### config.mk
export PLATFORM = sky130hd
export DESIGN_NAME = forth_data_stack_unit
export DESIGN_NICKNAME = d
export VERILOG_FILES = /design/src/hw/rtl/fdsu_pkg.sv /design/src/hw/rtl/fdsu_ram.sv /design/src/hw/rtl/fdsu_datapath.sv /design/src/hw/rtl/fdsu_ctrl.sv /design/src/hw/rtl/forth_data_stack_unit.sv
export SDC_FILE = /design/constraint.sdc
export NUM_CORES = 1
export LEC_CHECK = 0
export BUFFER_PORTS_ARGS = -buffer_cell sky130_fd_sc_hd__buf_4
export CAP_MARGIN = 25
export CELL_PAD_IN_SITES_DETAIL_PLACEMENT = 0
export CELL_PAD_IN_SITES_GLOBAL_PLACEMENT = 1
export CORE_MARGIN = 2
export CORE_UTILIZATION = 53
export CTS_CLUSTER_SIZE = 40
export DETAILED_ROUTE_END_ITERATION = 8
export GPL_TIMING_DRIVEN = 0
export PLACE_DENSITY_LB_ADDON = 0.3
export SETUP_SLACK_MARGIN = 0.5
export SLEW_MARGIN = 5
export SYNTH_ARGS = -nofsm -noshare
export SYNTH_HDL_FRONTEND = slang
export SYNTH_SLANG_ARGS = --single-unit
### constraint.sdc
create_clock -name clk -period 7.75 [get_ports clk]
set_input_delay 0.3875 -clock clk [delete_from_list [all_inputs] [get_ports clk]]
set_output_delay 0.3875 -clock clk [all_outputs]
set_load 0.01 [all_outputs]
### src/hw/rtl/fdsu_pkg.sv
// ----------------------------------------------------------------------------
// Forth data stack unit package
// Shared constants, operation and status codes, payload types and the
// command and status structs between the controller and the datapath.
// ----------------------------------------------------------------------------
package fdsu_pkg;

    localparam int STACK_DEPTH = 16;
    localparam int ADDR_W      = $clog2(STACK_DEPTH);
    localparam int CNT_W       = $clog2(STACK_DEPTH + 1);

    localparam int KIND_W   = 3;
    localparam int WORD_W   = 32;
    localparam int STATUS_W = 2;
    localparam int DEPTH_W  = 5;

    localparam logic [KIND_W-1:0] KIND_PUSH  = 3'd0;
    localparam logic [KIND_W-1:0] KIND_SWAP  = 3'd1;
    localparam logic [KIND_W-1:0] KIND_DUP   = 3'd2;
    localparam logic [KIND_W-1:0] KIND_DROP  = 3'd3;
    localparam logic [KIND_W-1:0] KIND_ROT   = 3'd4;
    localparam logic [KIND_W-1:0] KIND_OVER  = 3'd5;
    localparam logic [KIND_W-1:0] KIND_DRAIN = 3'd6;

    localparam logic [STATUS_W-1:0] ST_OK    = 2'd0;
    localparam logic [STATUS_W-1:0] ST_UNDER = 2'd1;
    localparam logic [STATUS_W-1:0] ST_OVER  = 2'd2;
    localparam logic [STATUS_W-1:0] ST_EMPTY = 2'd3;

    typedef struct packed {
        logic [KIND_W-1:0]        kind;
        logic signed [WORD_W-1:0] value;
    } cmd_item_t;

    typedef struct packed {
        logic [STATUS_W-1:0]      status;
        logic signed [WORD_W-1:0] word;
        logic [DEPTH_W-1:0]       depth;
        logic                     last;
    } rsp_item_t;

    // Stack addresses are offsets from the current entry count, or the
    // drain pointer.
    typedef enum logic [2:0] {
        ADDR_N          = 3'd0,
        ADDR_N1         = 3'd1,
        ADDR_N2         = 3'd2,
        ADDR_N3         = 3'd3,
        ADDR_DRAIN      = 3'd4,
        ADDR_DRAIN_NEXT = 3'd5
    } addr_sel_t;

    typedef enum logic [1:0] {
        WD_VALUE = 2'd0,
        WD_TOP   = 2'd1,
        WD_RD    = 2'd2,
        WD_TMP   = 2'd3
    } wd_sel_t;

    typedef enum logic [1:0] {
        TOP_HOLD  = 2'd0,
        TOP_VALUE = 2'd1,
        TOP_RD    = 2'd2,
        TOP_TMP   = 2'd3
    } top_sel_t;

    typedef enum logic [1:0] {
        CNT_HOLD  = 2'd0,
        CNT_INC   = 2'd1,
        CNT_DEC   = 2'd2,
        CNT_CLEAR = 2'd3
    } cnt_op_t;

    typedef struct packed {
        logic                op_load;
        logic                rd_en;
        addr_sel_t           rd_sel;
        logic                wr_en;
        addr_sel_t           wr_sel;
        wd_sel_t             wd_sel;
        top_sel_t            top_sel;
        logic                tmp_load;
        cnt_op_t             cnt_op;
        logic                drain_inc;
        logic                drain_clr;
        logic                out_load;
        logic                out_drain;
        logic [STATUS_W-1:0] out_status;
    } ctl_t;

    typedef struct packed {
        logic [KIND_W-1:0] kind;
        logic              cnt_zero;
        logic              cnt_ge2;
        logic              cnt_ge3;
        logic              cnt_full;
        logic              out_free;
        logic              drain_last;
    } stat_t;

endpackage

### src/hw/rtl/fdsu_ram.sv
// ----------------------------------------------------------------------------
// Generic RAM
// One write port and one read port with registered read data. The read
// data holds its value while no read is issued.
// ----------------------------------------------------------------------------
module fdsu_ram #(
    parameter int WIDTH = 32,
    parameter int DEPTH = 16
) (
    input  logic                     clk,
    input  logic                     wr_en,
    input  logic [$clog2(DEPTH)-1:0] wr_addr,
    input  logic [WIDTH-1:0]         wr_data,
    input  logic                     rd_en,
    input  logic [$clog2(DEPTH)-1:0] rd_addr,
    output logic [WIDTH-1:0]         rd_data
);

    logic [WIDTH-1:0] mem_reg [DEPTH];
    logic [WIDTH-1:0] rd_data_reg;

    always_ff @(posedge clk)
    begin
        if (wr_en)
        begin
            mem_reg[wr_addr] <= wr_data;
        end
        if (rd_en)
        begin
            rd_data_reg <= mem_reg[rd_addr];
        end
    end

    assign rd_data = rd_data_reg;

endmodule

### src/hw/rtl/fdsu_datapath.sv
// ----------------------------------------------------------------------------
// Forth data stack datapath
// Holds the operation, entry count, a copy of the top entry, a scratch word,
// the drain pointer, the stack RAM and the result register.
// ----------------------------------------------------------------------------
module fdsu_datapath (
    input  logic                clk,
    input  logic                rst_n,
    input  fdsu_pkg::cmd_item_t cmd,
    input  fdsu_pkg::ctl_t      ctl,
    output fdsu_pkg::stat_t     stat,
    output logic                rsp_valid,
    input  logic                rsp_ready,
    output fdsu_pkg::rsp_item_t rsp
);
    import fdsu_pkg::*;

    logic [KIND_W-1:0]        kind_reg;
    logic signed [WORD_W-1:0] value_reg;
    logic [CNT_W-1:0]         count_reg,     count_next;
    logic [WORD_W-1:0]        top_reg,       top_next;
    logic [WORD_W-1:0]        tmp_reg;
    logic [ADDR_W-1:0]        drain_idx_reg, drain_idx_next;
    rsp_item_t                rsp_reg,       rsp_next;
    logic                     rsp_valid_reg, rsp_valid_next;

    logic [CNT_W-1:0]  rd_full;
    logic [CNT_W-1:0]  wr_full;
    logic [CNT_W-1:0]  count_m1;
    logic [WORD_W-1:0] wr_data;
    logic [WORD_W-1:0] rd_data;

    function automatic logic [CNT_W-1:0] addr_of(addr_sel_t sel, logic [CNT_W-1:0] n,
                                                 logic [ADDR_W-1:0] idx);
        logic [CNT_W-1:0] a;
        case (sel)
            ADDR_N:          a = n;
            ADDR_N1:         a = n - CNT_W'(1);
            ADDR_N2:         a = n - CNT_W'(2);
            ADDR_N3:         a = n - CNT_W'(3);
            ADDR_DRAIN:      a = CNT_W'(idx);
            ADDR_DRAIN_NEXT: a = CNT_W'(idx) + CNT_W'(1);
            default:         a = '0;
        endcase
        return a;
    endfunction

    assign count_m1 = count_reg - CNT_W'(1);
    assign rd_full  = addr_of(ctl.rd_sel, count_reg, drain_idx_reg);
    assign wr_full  = addr_of(ctl.wr_sel, count_reg, drain_idx_reg);

    always_comb
    begin
        case (ctl.wd_sel)
            WD_VALUE: wr_data = value_reg;
            WD_TOP:   wr_data = top_reg;
            WD_RD:    wr_data = rd_data;
            WD_TMP:   wr_data = tmp_reg;
            default:  wr_data = top_reg;
        endcase
    end

    fdsu_ram #(
        .WIDTH (WORD_W),
        .DEPTH (STACK_DEPTH)
    ) u_stack_ram (
        .clk     (clk),
        .wr_en   (ctl.wr_en),
        .wr_addr (wr_full[ADDR_W-1:0]),
        .wr_data (wr_data),
        .rd_en   (ctl.rd_en),
        .rd_addr (rd_full[ADDR_W-1:0]),
        .rd_data (rd_data)
    );

    always_comb
    begin
        case (ctl.cnt_op)
            CNT_INC:   count_next = count_reg + CNT_W'(1);
            CNT_DEC:   count_next = count_m1;
            CNT_CLEAR: count_next = '0;
            default:   count_next = count_reg;
        endcase

        case (ctl.top_sel)
            TOP_VALUE: top_next = value_reg;
            TOP_RD:    top_next = rd_data;
            TOP_TMP:   top_next = tmp_reg;
            default:   top_next = top_reg;
        endcase

        if (ctl.drain_clr)
        begin
            drain_idx_next = '0;
        end
        else if (ctl.drain_inc)
        begin
            drain_idx_next = drain_idx_reg + ADDR_W'(1);
        end
        else
        begin
            drain_idx_next = drain_idx_reg;
        end
    end

    // Results of ordinary operations are built from the already updated
    // count and top; drained entries come straight from the RAM read data.
    always_comb
    begin
        rsp_next        = rsp_reg;
        rsp_valid_next  = rsp_valid_reg && !rsp_ready;
        if (ctl.out_load)
        begin
            rsp_valid_next = 1'b1;
            rsp_next.status = ctl.out_status;
            if (ctl.out_drain)
            begin
                rsp_next.word  = rd_data;
                rsp_next.depth = DEPTH_W'(count_m1 - CNT_W'(drain_idx_reg));
                rsp_next.last  = stat.drain_last;
            end
            else
            begin
                rsp_next.word  = (count_reg == '0) ? '0 : top_reg;
                rsp_next.depth = DEPTH_W'(count_reg);
                rsp_next.last  = 1'b1;
            end
        end
    end

    always_ff @(posedge clk or negedge rst_n)
    begin
        if (!rst_n)
        begin
            count_reg     <= '0;
            drain_idx_reg <= '0;
            rsp_valid_reg <= 1'b0;
        end
        else
        begin
            count_reg     <= count_next;
            drain_idx_reg <= drain_idx_next;
            rsp_valid_reg <= rsp_valid_next;
        end
    end

    always_ff @(posedge clk)
    begin
        if (ctl.op_load)
        begin
            kind_reg  <= cmd.kind;
            value_reg <= cmd.value;
        end
        if (ctl.tmp_load)
        begin
            tmp_reg <= rd_data;
        end
        top_reg <= top_next;
        rsp_reg <= rsp_next;
    end

    assign stat.kind       = kind_reg;
    assign stat.cnt_zero   = (count_reg == '0);
    assign stat.cnt_ge2    = (count_reg >= CNT_W'(2));
    assign stat.cnt_ge3    = (count_reg >= CNT_W'(3));
    assign stat.cnt_full   = (count_reg >= CNT_W'(STACK_DEPTH));
    assign stat.out_free   = !rsp_valid_reg || rsp_ready;
    assign stat.drain_last = (CNT_W'(drain_idx_reg) == count_m1);

    assign rsp_valid = rsp_valid_reg;
    assign rsp       = rsp_reg;

    a_count_bound : assert property (@(posedge clk) disable iff (!rst_n)
        count_reg <= CNT_W'(STACK_DEPTH))
        else $error("entry count above stack depth");

    a_write_in_range : assert property (@(posedge clk) disable iff (!rst_n)
        ctl.wr_en |-> wr_full < CNT_W'(STACK_DEPTH))
        else $error("stack write beyond the last entry");

    a_drain_below_count : assert property (@(posedge clk) disable iff (!rst_n)
        (ctl.out_load && ctl.out_drain) |-> CNT_W'(drain_idx_reg) < count_reg)
        else $error("drained entry not below entry count");

endmodule

### src/hw/rtl/fdsu_ctrl.sv
// ----------------------------------------------------------------------------
// Forth data stack controller
// Sequences each operation as reads and writes on the stack RAM, which has one
// read and one write port, and decides the result status.
// ----------------------------------------------------------------------------
module fdsu_ctrl (
    input  logic            clk,
    input  logic            rst_n,
    input  logic            cmd_valid,
    output logic            cmd_ready,
    input  fdsu_pkg::stat_t stat,
    output fdsu_pkg::ctl_t  ctl
);
    import fdsu_pkg::*;

    typedef enum logic [7:0] {
        S_IDLE     = 8'b0000_0001,
        S_DISPATCH = 8'b0000_0010,
        S_FETCH    = 8'b0000_0100,
        S_FETCH2   = 8'b0000_1000,
        S_STORE1   = 8'b0001_0000,
        S_STORE2   = 8'b0010_0000,
        S_REPORT   = 8'b0100_0000,
        S_DRAIN    = 8'b1000_0000
    } state_t;

    state_t              state_reg,  state_next;
    logic [STATUS_W-1:0] status_reg, status_next;
    logic                under;
    logic                grow;

    always_comb
    begin
        case (stat.kind)
            KIND_SWAP, KIND_OVER: under = !stat.cnt_ge2;
            KIND_DUP, KIND_DROP:  under = stat.cnt_zero;
            KIND_ROT:             under = !stat.cnt_ge3;
            default:              under = 1'b0;
        endcase
        grow = stat.kind inside {KIND_PUSH, KIND_DUP, KIND_OVER};
    end

    always_comb
    begin
        ctl         = '0;
        ctl.rd_sel  = ADDR_N;
        ctl.wr_sel  = ADDR_N;
        ctl.wd_sel  = WD_TOP;
        ctl.top_sel = TOP_HOLD;
        ctl.cnt_op  = CNT_HOLD;
        ctl.out_status = status_reg;
        state_next  = state_reg;
        status_next = status_reg;
        cmd_ready   = 1'b0;

        case (state_reg)
            S_IDLE:
            begin
                cmd_ready   = 1'b1;
                ctl.op_load = cmd_valid;
                if (cmd_valid)
                begin
                    state_next = S_DISPATCH;
                end
            end

            S_DISPATCH:
            begin
                status_next = ST_OK;
                state_next  = S_REPORT;
                if (stat.kind == KIND_DRAIN)
                begin
                    if (stat.cnt_zero)
                    begin
                        status_next = ST_EMPTY;
                    end
                    else
                    begin
                        ctl.rd_en  = 1'b1;
                        ctl.rd_sel = ADDR_DRAIN;
                        state_next = S_DRAIN;
                    end
                end
                else if (under)
                begin
                    status_next = ST_UNDER;
                end
                else if (grow && stat.cnt_full)
                begin
                    status_next = ST_OVER;
                end
                else
                begin
                    case (stat.kind)
                        KIND_PUSH:
                        begin
                            ctl.wr_en   = 1'b1;
                            ctl.wd_sel  = WD_VALUE;
                            ctl.top_sel = TOP_VALUE;
                            ctl.cnt_op  = CNT_INC;
                        end
                        KIND_DUP:
                        begin
                            ctl.wr_en  = 1'b1;
                            ctl.cnt_op = CNT_INC;
                        end
                        KIND_SWAP, KIND_OVER:
                        begin
                            ctl.rd_en  = 1'b1;
                            ctl.rd_sel = ADDR_N2;
                            state_next = S_FETCH;
                        end
                        KIND_DROP:
                        begin
                            // With a single entry there is no new top to fetch.
                            if (stat.cnt_ge2)
                            begin
                                ctl.rd_en  = 1'b1;
                                ctl.rd_sel = ADDR_N2;
                                state_next = S_FETCH;
                            end
                            else
                            begin
                                ctl.cnt_op = CNT_DEC;
                            end
                        end
                        KIND_ROT:
                        begin
                            ctl.rd_en  = 1'b1;
                            ctl.rd_sel = ADDR_N3;
                            state_next = S_FETCH;
                        end
                        default:
                        begin
                        end
                    endcase
                end
            end

            S_FETCH:
            begin
                state_next = S_REPORT;
                case (stat.kind)
                    KIND_SWAP:
                    begin
                        ctl.wr_en    = 1'b1;
                        ctl.wr_sel   = ADDR_N1;
                        ctl.wd_sel   = WD_RD;
                        ctl.tmp_load = 1'b1;
                        state_next   = S_STORE1;
                    end
                    KIND_OVER:
                    begin
                        ctl.wr_en   = 1'b1;
                        ctl.wd_sel  = WD_RD;
                        ctl.top_sel = TOP_RD;
                        ctl.cnt_op  = CNT_INC;
                    end
                    KIND_DROP:
                    begin
                        ctl.top_sel = TOP_RD;
                        ctl.cnt_op  = CNT_DEC;
                    end
                    KIND_ROT:
                    begin
                        ctl.tmp_load = 1'b1;
                        ctl.rd_en    = 1'b1;
                        ctl.rd_sel   = ADDR_N2;
                        state_next   = S_FETCH2;
                    end
                    default:
                    begin
                    end
                endcase
            end

            S_FETCH2:
            begin
                ctl.wr_en  = 1'b1;
                ctl.wr_sel = ADDR_N3;
                ctl.wd_sel = WD_RD;
                state_next = S_STORE1;
            end

            S_STORE1:
            begin
                ctl.wr_en  = 1'b1;
                ctl.wr_sel = ADDR_N2;
                ctl.wd_sel = WD_TOP;
                if (stat.kind == KIND_ROT)
                begin
                    state_next = S_STORE2;
                end
                else
                begin
                    ctl.top_sel = TOP_TMP;
                    state_next  = S_REPORT;
                end
            end

            S_STORE2:
            begin
                ctl.wr_en   = 1'b1;
                ctl.wr_sel  = ADDR_N1;
                ctl.wd_sel  = WD_TMP;
                ctl.top_sel = TOP_TMP;
                state_next  = S_REPORT;
            end

            S_REPORT:
            begin
                if (stat.out_free)
                begin
                    ctl.out_load = 1'b1;
                    state_next   = S_IDLE;
                end
            end

            S_DRAIN:
            begin
                // The read data holds the entry at the drain pointer; the next
                // entry is fetched in the same cycle that this one is sent.
                if (stat.out_free)
                begin
                    ctl.out_load   = 1'b1;
                    ctl.out_drain  = 1'b1;
                    ctl.out_status = ST_OK;
                    if (stat.drain_last)
                    begin
                        ctl.cnt_op    = CNT_CLEAR;
                        ctl.drain_clr = 1'b1;
                        state_next    = S_IDLE;
                    end
                    else
                    begin
                        ctl.drain_inc = 1'b1;
                        ctl.rd_en     = 1'b1;
                        ctl.rd_sel    = ADDR_DRAIN_NEXT;
                    end
                end
            end

            default:
            begin
                state_next = S_IDLE;
            end
        endcase
    end

    always_ff @(posedge clk or negedge rst_n)
    begin
        if (!rst_n)
        begin
            state_reg  <= S_IDLE;
            status_reg <= ST_OK;
        end
        else
        begin
            state_reg  <= state_next;
            status_reg <= status_next;
        end
    end

    a_load_when_free : assert property (@(posedge clk) disable iff (!rst_n)
        ctl.out_load |-> stat.out_free)
        else $error("result register loaded while occupied");

    a_drain_has_entries : assert property (@(posedge clk) disable iff (!rst_n)
        state_reg == S_DRAIN |-> !stat.cnt_zero)
        else $error("draining an empty stack");

endmodule

### src/hw/rtl/forth_data_stack_unit.sv
// ----------------------------------------------------------------------------
// Forth data stack unit
// Bounded stack of signed 32-bit words with push, swap, dup, drop, rot, over
// and drain operations.
// ----------------------------------------------------------------------------
// An operation is taken only while the unit is between operations, and its
// result sits in an output register, so the next request is accepted while
// that result waits. The stack lives in a RAM with one read and one write
// port, and each operation is a sequence of reads and writes on it: push and
// dup write once, a one-entry drop, kind 7 and any underflow or overflow touch
// no entry, over reads once and writes once, a deeper drop reads once, swap
// reads once and writes twice, and rot reads twice and writes three times. A
// drain delivers one entry per cycle while the consumer keeps up.
// Entries are never cleared: the entry count alone says what is valid.
module forth_data_stack_unit (
    input  logic                clk,
    input  logic                rst_n,
    input  logic                cmd_valid,
    output logic                cmd_ready,
    input  fdsu_pkg::cmd_item_t cmd,
    output logic                rsp_valid,
    input  logic                rsp_ready,
    output fdsu_pkg::rsp_item_t rsp
);
    import fdsu_pkg::*;

    ctl_t  ctl;
    stat_t stat;

    fdsu_ctrl u_ctrl (
        .clk       (clk),
        .rst_n     (rst_n),
        .cmd_valid (cmd_valid),
        .cmd_ready (cmd_ready),
        .stat      (stat),
        .ctl       (ctl)
    );

    fdsu_datapath u_datapath (
        .clk       (clk),
        .rst_n     (rst_n),
        .cmd       (cmd),
        .ctl       (ctl),
        .stat      (stat),
        .rsp_valid (rsp_valid),
        .rsp_ready (rsp_ready),
        .rsp       (rsp)
    );

endmodule

==> flow_metrics.tcl, run 1 <==
set metrics [dict create \
    met1_length_um 32800 \
    first_global_vias 18342 \
    nNetsFinal 2382 \
    wl_per_cell_um 25.2 \
    finalWirelength_um 78000 \
    tightest_slew_ps 1070 \
    maxCapViolations 0 \
    hpwlAfterDp_um 54900 \
    synthesis.nets 2142 \
    grt_max_degree 36 \
    numCtsBuffers 74 \
    yosysSeqAreaShare_pct 71.6 \
    drc_errors 0 \
    fin_worst_skew_ps 29.1 \
    endpoint_kind "register" \
    final_core_util_pct 62.8 \
    worstSkewPairLatency_ps 640 \
    critPathMaxFanout 10 \
    grt_pass1_wl_um 115000 \
    die_w_um 239 \
    start_util_pct 53.5 \
    fillers 4080 \
    via_per_inst 6.04 \
    path_class "reg2reg" \
    synth-edff-count 683 \
    synth_ff_type "edfxtp_1" \
    postCtsSetupRepairBufs 0 \
    synthCells 2091 \
    insertedDiodeCount 0 \
    drt_iter0_drc 1957 \
    fin_crit_sh_pct 66.8 \
    min_period_ps 5180 \
    clockBufferDepth 3 \
    ys_warn_count 0 \
    synth.distinct_cells 74 \
    drive_gt1_share_pct 14.7 \
    cp.arrival_ps 5540 \
    clk_pin_slew_worst_paths_ps 60 \
    core_mm2 0.0549 \
    io_pins 81 \
    vias 18673 \
    netlist_area_mm2 0.0294 \
    met2_length_um 37100 \
    postCtsHoldBufs 37 \
    place.gp.congestion 0.905 \
    routed-wl-met3_um 5910 \
    clkSinkCount 703 \
    cp-start-kind "register" \
    power_density_mw_per_mm2 311 \
    final_area_mm2 0.0345 \
    topRoutingLayerUsed "met5" \
    largest_register_ffs 512 \
    fmax_mhz 193 \
    antenna_left 0 \
    critPathRequiredTime_ps 8120 \
    status "finished clean" \
    syn_to_final_growth_pct 17.4 \
    io_buffers 80 \
    die_h_um 239 \
    rsz0062_at_grt "no" \
    grtUsageTotal_pct 27.4 \
    std_cell_rows 86 \
    overflow 0 \
    setup_tns_ps 0 \
    vdd_ir_drop_max_mv 0.220 \
    relSlewSlack_pct 28.1 \
    clockRootBuffer "clkbuf_16" \
    ctsResizeCount 0 \
    synth_seq_cells 703 \
    cts_tree "done" \
    setup_violations 0 \
    avgSynthCellArea_um2 14.0 \
    async_flop_share_pct 2.84 \
    hold_viol_final 0 \
    ctsHtreeMaxLevel 3 \
    hold_class "in2reg" \
    slew_violations 0 \
    antenna_found_initial 1 \
    p_leak_nw 11.6 \
    first_pass_iters 5 \
    placed_area_mm2 0.0316 \
    dieArea_mm2 0.0573 \
]
## worst paths after layout
kind                                              start                                  to  cells past startpoint  slack (ps)
worst max-delay path            u_datapath.count_reg[1]  u_datapath.u_stack_ram.rd_data[21]                     14        2570
worst min-delay path                          rsp_ready                u_datapath.rsp_valid                      3         140
worst max register to register  u_datapath.count_reg[1]  u_datapath.u_stack_ram.rd_data[21]                     14        2570
worst min register to register     u_ctrl.status_reg[0]                u_ctrl.status_reg[0]                      2         460
max in group asynchronous                         rst_n                 u_ctrl.state_reg[0]                      2        7260
min in group asynchronous                         rst_n         u_datapath.drain_idx_reg[0]                      2         210
## placed cells by master, fill, tap and decap left out, types with 37 or more instances in the layout
| cell type | synthesis | routed |
|---|---|---|
| a22oi_1 | 39 | 39 |
| clkbuf_16 | 0 | 74 |
| o21ai_0 | 50 | 49 |
| dlygate4sd3_1 | 0 | 37 |
| buf_4 | 4 | 99 |
| mux2i_1 | 66 | 66 |
| and2_1 | 61 | 60 |
| and2_0 | 41 | 41 |
| nand2_1 | 354 | 354 |
| a21oi_1 | 40 | 40 |
| a211oi_1 | 97 | 97 |
| a31oi_1 | 72 | 66 |
| clkbuf_1 | 76 | 94 |
| nor2_1 | 123 | 106 |
| edfxtp_1 | 683 | 683 |
## cell families after synthesis
logic type	synth area share, %
buffers and inverters	2.46
flip-flops	71.6
XOR/XNOR	0.507
AND/OR/NAND/NOR	10.7
AO/OA/AOI/OAI	10.7
multiplexers	3.48
adder cells (fa/ha/maj)	0.537
## area by class of cell
cell class / count / area, um^2 / area share, %
sequential: 703 / 21000 / 61.0
clock inverter: 40 / 427 / 1.24
multi-input combinational: 1240 / 7800 / 22.6
inverter: 15 / 56.3 / 0.163
buffer: 133 / 667 / 1.93
clock buffer: 92 / 1920 / 5.57
timing repair buffer: 164 / 1710 / 4.95
tap: 704 / 881 / 2.56
## stage by stage
step                instances  worst slack, ps  total power [mW]  hold slack, ps
floorplan                2091             3100              6.27            91.9
global placement         2875              756              7.15             305
detailed placement       2905             2680              7.25             298
CTS                      3074             2660              10.7             114
global route             3091             2210              11.1             192
finish                   3091             2570              10.7             141
## critical path, cell delays in order (launching register included)
cell	delay (ps)
dfrtp_1	580
inv_1	210
ha_1	290
inv_1	150
a21oi_1	90
xnor2_1	330
ha_1	340
nand4_1	120
o21a_2	260
inv_1	200
o2111ai_4	560
clkbuf_1	640
clkbuf_1	430
a31oi_1	280
a221o_1	420
## synthesized netlist by cell type (3+ instances only)
cell type    n  area (um^2)
and2_1      61          382
a21o_1       6         45.0
ha_1        11          138
a2bb2oi_1   25          219
nand3b_1     3         22.5
nand3_1     21          105
buf_6       15          169
a221o_1     33          330
o21ai_0     50          250
buf_1        6         22.5
mux2i_1     66          661
nand2_1    354         1330
a31oi_1     72          450
buf_2       32          160
and3_1      34          213
nand2b_1     5         31.3
nor3_1       8         40.0
o211ai_1     3         22.5
a211oi_1    97          728
o31ai_1      4         30.0
xnor2_1     11         96.3
edfxtp_1   683        20500
buf_4        4         30.0
nand4_1      5         31.3
clkbuf_1    76          285
nor2_1     123          462
a21oi_1     40          200
nor2b_1      8         50.1
or3_1        4         25.0
inv_1       15         56.3
o32ai_1     32          280
xor2_1       6         52.6
a22oi_1     39          293
and2_0      41          257
a221oi_1     3         26.3
mux2_2      32          360
dfrtp_1     19          475
## metal layers
metal | global-route usage (%) | vias up
met4 | 8.75 | 2
met2 | 44.5 | 835
met1 | 38.1 | 9234
met3 | 4.37 | 150
li1 | - | 8452
met5 | 0 | -
## where the power goes
group | internal, mW | total [mW] | leakage [nW] | switching [mW]
logic | 0.917 | 2.67 | 4.08 | 1.75
clock network | 1.97 | 3.45 | 1.13 | 1.48
registers | 4.50 | 4.59 | 6.40 | 0.0936
Note: power is estimated with default switching activity, not from simulation.
==> run 2: changes to the inputs <==
--- a/config.mk
+++ b/config.mk
@@ -5,12 +5,13 @@
 export SDC_FILE = /design/constraint.sdc
 export NUM_CORES = 1
 export LEC_CHECK = 0
+export ABC_AREA = 1
 export BUFFER_PORTS_ARGS = -buffer_cell sky130_fd_sc_hd__buf_4
 export CAP_MARGIN = 25
 export CELL_PAD_IN_SITES_DETAIL_PLACEMENT = 0
 export CELL_PAD_IN_SITES_GLOBAL_PLACEMENT = 1
 export CORE_MARGIN = 2
-export CORE_UTILIZATION = 53
+export CORE_UTILIZATION = 46
 export CTS_CLUSTER_SIZE = 40
 export DETAILED_ROUTE_END_ITERATION = 8
 export GPL_TIMING_DRIVEN = 0
==> constraint.sdc (replaced) <==
create_clock -name clk -period 4.75 [get_ports clk]
set_input_delay 0.2375 -clock clk [delete_from_list [all_inputs] [get_ports clk]]
set_output_delay 0.2375 -clock clk [all_outputs]
set_load 0.01 [all_outputs]
==> flow_metrics.tcl, run 2 <==
set metrics [dict create \
    vias 21894 \
    fin_worst_skew_ps 25.9 \
    synth_top_cell_by_area "edfxtp_1" \
    largest_register_ffs 512 \
    status "finished clean" \
    final_cell_mix "nand2_1, edfxtp_1, nand3_1, inv_1, buf_4" \
    std_cell_rows 95 \
    clockRootBuffer "clkbuf_16" \
    place.gp.congestion 0.891 \
    ys_warn_count 0 \
    start_util_pct 46.3 \
    via_per_inst 5.50 \
    syn_to_final_growth_pct 17.8 \
    path_class "reg2reg" \
    core_mm2 0.0670 \
    p_sw_mw 9.22 \
    synth_top_family_by_area "simple AND/OR/NAND/NOR gates" \
    synth_top_area_share_pct 66.1 \
    endpoint_kind "register" \
    maxCapViolations 0 \
    yosysSeqAreaShare_pct 67.7 \
    grt_pass1_wl_um 132000 \
    synthAdderAreaFrac_pct 0.508 \
    worstReg2RegEnd "u_datapath.u_stack_ram.rd_data[9]" \
    p_int_mw 13.9 \
    rr_startpoint "u_datapath.count_reg[2]" \
    clockBufferDepth 3 \
    relSlewSlack_pct 33.0 \
    synth-simple-area-share_pct 20.9 \
    p_leak_nw 14.4 \
    drt_iter0_drc 2501 \
    drc_errors 0 \
    hpwlAfterDp_um 63200 \
    synth.area.top_cells "edfxtp_1, nand3_1, nand2_1, inv_1, nand3b_1" \
    p_seq_share_pct 35.9 \
    path_buf_inv 5 \
    vdd_ir_drop_max_mv 0.281 \
    synth.distinct_cells 48 \
    max_stage_delay_ps 390 \
    grtUsageTotal_pct 25.5 \
    antenna_found_initial 0 \
    first_global_vias 21072 \
    dieArea_mm2 0.0696 \
    io_pins 81 \
    worstSkewPairLatency_ps 630 \
    synth-edff-count 683 \
    switching_share_pct 40.0 \
    synth_seq_cells 703 \
    final_common_cell "nand2_1" \
    fillers 5665 \
    hold_viol_final 0 \
    netlist_area_mm2 0.0310 \
    first_pass_iters 6 \
    nNetsFinal 3102 \
    clk_pin_slew_worst_paths_ps 60 \
    finalWirelength_um 89200 \
    synth_commonest_cells "nand2_1, edfxtp_1, nand3_1, inv_1, nand3b_1" \
    worstRegToRegCells 22 \
    die_w_um 264 \
    overflow 0 \
    synth_compound_area_share_pct 3.45 \
    finalPower_mw 23.1 \
    antenna_left 0 \
    crit_slowest_cell "dfrtp_1" \
    min_period_ps 4050 \
    clock_power_share_pct 24.3 \
    synth_xor_area_share_pct 0.367 \
    synth_ff_type "edfxtp_1" \
    synthMuxAreaShare_pct 0 \
    async_flop_share_pct 2.84 \
    wl_per_cell_um 22.4 \
    cp-start-kind "register" \
    clkSinkCount 703 \
    cts_tree "done" \
    ctsHtreeMaxLevel 3 \
    critPathRequiredTime_ps 5090 \
    setup_violations 0 \
    rsz0062_at_grt "no" \
    die_h_um 264 \
    cp.arrival_ps 4390 \
    avgSynthCellArea_um2 11.0 \
    hold_class "in2async" \
    synthCells 2817 \
    path_cells "clkbuf_4, inv_2, ha_2, xor2_2, a21oi_1, inv_1, ha_4, nand2_1, nor2_2, nand3_2, nand2_4, nand3_1, nand2_1, nand2_4, nand2_4, buf_8, buf_6, nand2_1, nand3_1, nand3_1, nand3_1, nand2_1" \
    critPathMaxFanout 10 \
    cp_top_family "simple AND/OR/NAND/NOR gates" \
    drive_gt1_share_pct 14.2 \
    synth_most_common_cell "nand2_1" \
    io_buffers 80 \
    synthesis.nets 2868 \
    slew_violations 0 \
    insertedDiodeCount 0 \
    comb_power_share_pct 39.9 \
    fin_crit_sh_pct 85.2 \
    power_density_mw_per_mm2 631 \
    fmax_mhz 247 \
    numCtsBuffers 76 \
    whs_ps 58.4 \
    tightest_slew_ps 1010 \
    grt_max_degree 31 \
    reg2reg_slack_ps 700 \
]
==> run 2: changes by cell type in the layout (fill, tap and decap cells not counted), sizes merged, moves of 93 or more <==
cell | before | now
inv | 17 | 338
a211oi | 98 | 0
nand2 | 354 | 705
and2 | 102 | 1
nand3b | 3 | 96
nand3 | 23 | 530
==> run 2: layout make-up <==
type	instances	area, um^2	area share, %
flip-flops and latches	703	21000	57.4
plain buffers	159	1040	2.84
multi-input cells	1621	8280	22.6
well taps	873	1090	2.99
clock buffers	99	2010	5.49
clock inverters	37	303	0.828
repair buffers	155	1580	4.32
inverters	335	1260	3.45
==> run 2: per-layer routing <==
metal	vias up	routed length, um	global-route usage, %
met2	911	41100	40.8
met5	-	0	0
li1	10173	-	-
met3	163	6590	3.67
met1	10647	39200	36.4
met4	0	2390	7.86
==> run 2: stage by stage <==
stage / util (%) / TNS, ps / area [um^2] / std cells / setup slack [ps]
3_5_place_dp: 50.1 / -1980 / 33600 / 3803 / -150
6_report: 54.6 / 0 / 36600 / 3982 / 705
4_1_cts: 54.3 / 0 / 36400 / 3980 / 442
3_3_place_gp: 48.8 / -736240 / 32700 / 3770 / -1380
2_1_floorplan: - / 0 / 31100 / 2817 / 955
5_1_grt: 54.6 / 0 / 36600 / 3982 / 505
==> run 2: kinds of logic after synthesis <==
family | count (synthesis)
compound gates | 172
buf+inv | 494
flops | 703
fa+ha+maj | 12
xor+xnor | 13
simple gates | 1423
==> run 2: worst max path at each step <==
stage                             from                               endpoint  slack (ps)  cells after the start
4_1_cts            u_ctrl.state_reg[1]  u_datapath.u_stack_ram.mem_reg[10][5]         440                     10
3_3_place_gp       u_ctrl.state_reg[5]   u_datapath.u_stack_ram.mem_reg[3][7]       -1380                     11
6_report       u_datapath.count_reg[2]      u_datapath.u_stack_ram.rd_data[9]         700                     22
3_5_place_dp   u_datapath.count_reg[1]     u_datapath.u_stack_ram.rd_data[20]        -150                     18
5_1_grt        u_datapath.count_reg[2]     u_datapath.u_stack_ram.rd_data[25]         510                     22
2_1_floorplan  u_datapath.count_reg[2]                 u_datapath.kind_reg[0]         960                     13
==> run 2: repair_timing <==
action | CTS | global route
endpoints found under the setup margin | 94 | 392
hold endpoints to repair | 58 | 0
pin swaps | 3 | 3
buffers inserted | 2 | 2
cloned | 1 | 0
hold buffers | 38 | 0
gates resized for setup | 33 | 41
==> run 2: power by group through the flow <==
stage / Clock [mW] / Combinational, mW / Sequential, mW
6_report: 5.60 / 9.20 / 8.28
5_1_grt: 5.93 / 9.96 / 8.32
4_1_cts: 5.68 / 8.94 / 8.27
3_5_place_dp: 0 / 8.78 / 8.39
3_3_place_gp: 0 / 8.39 / 8.46
2_1_floorplan: 0 / 5.30 / 8.33
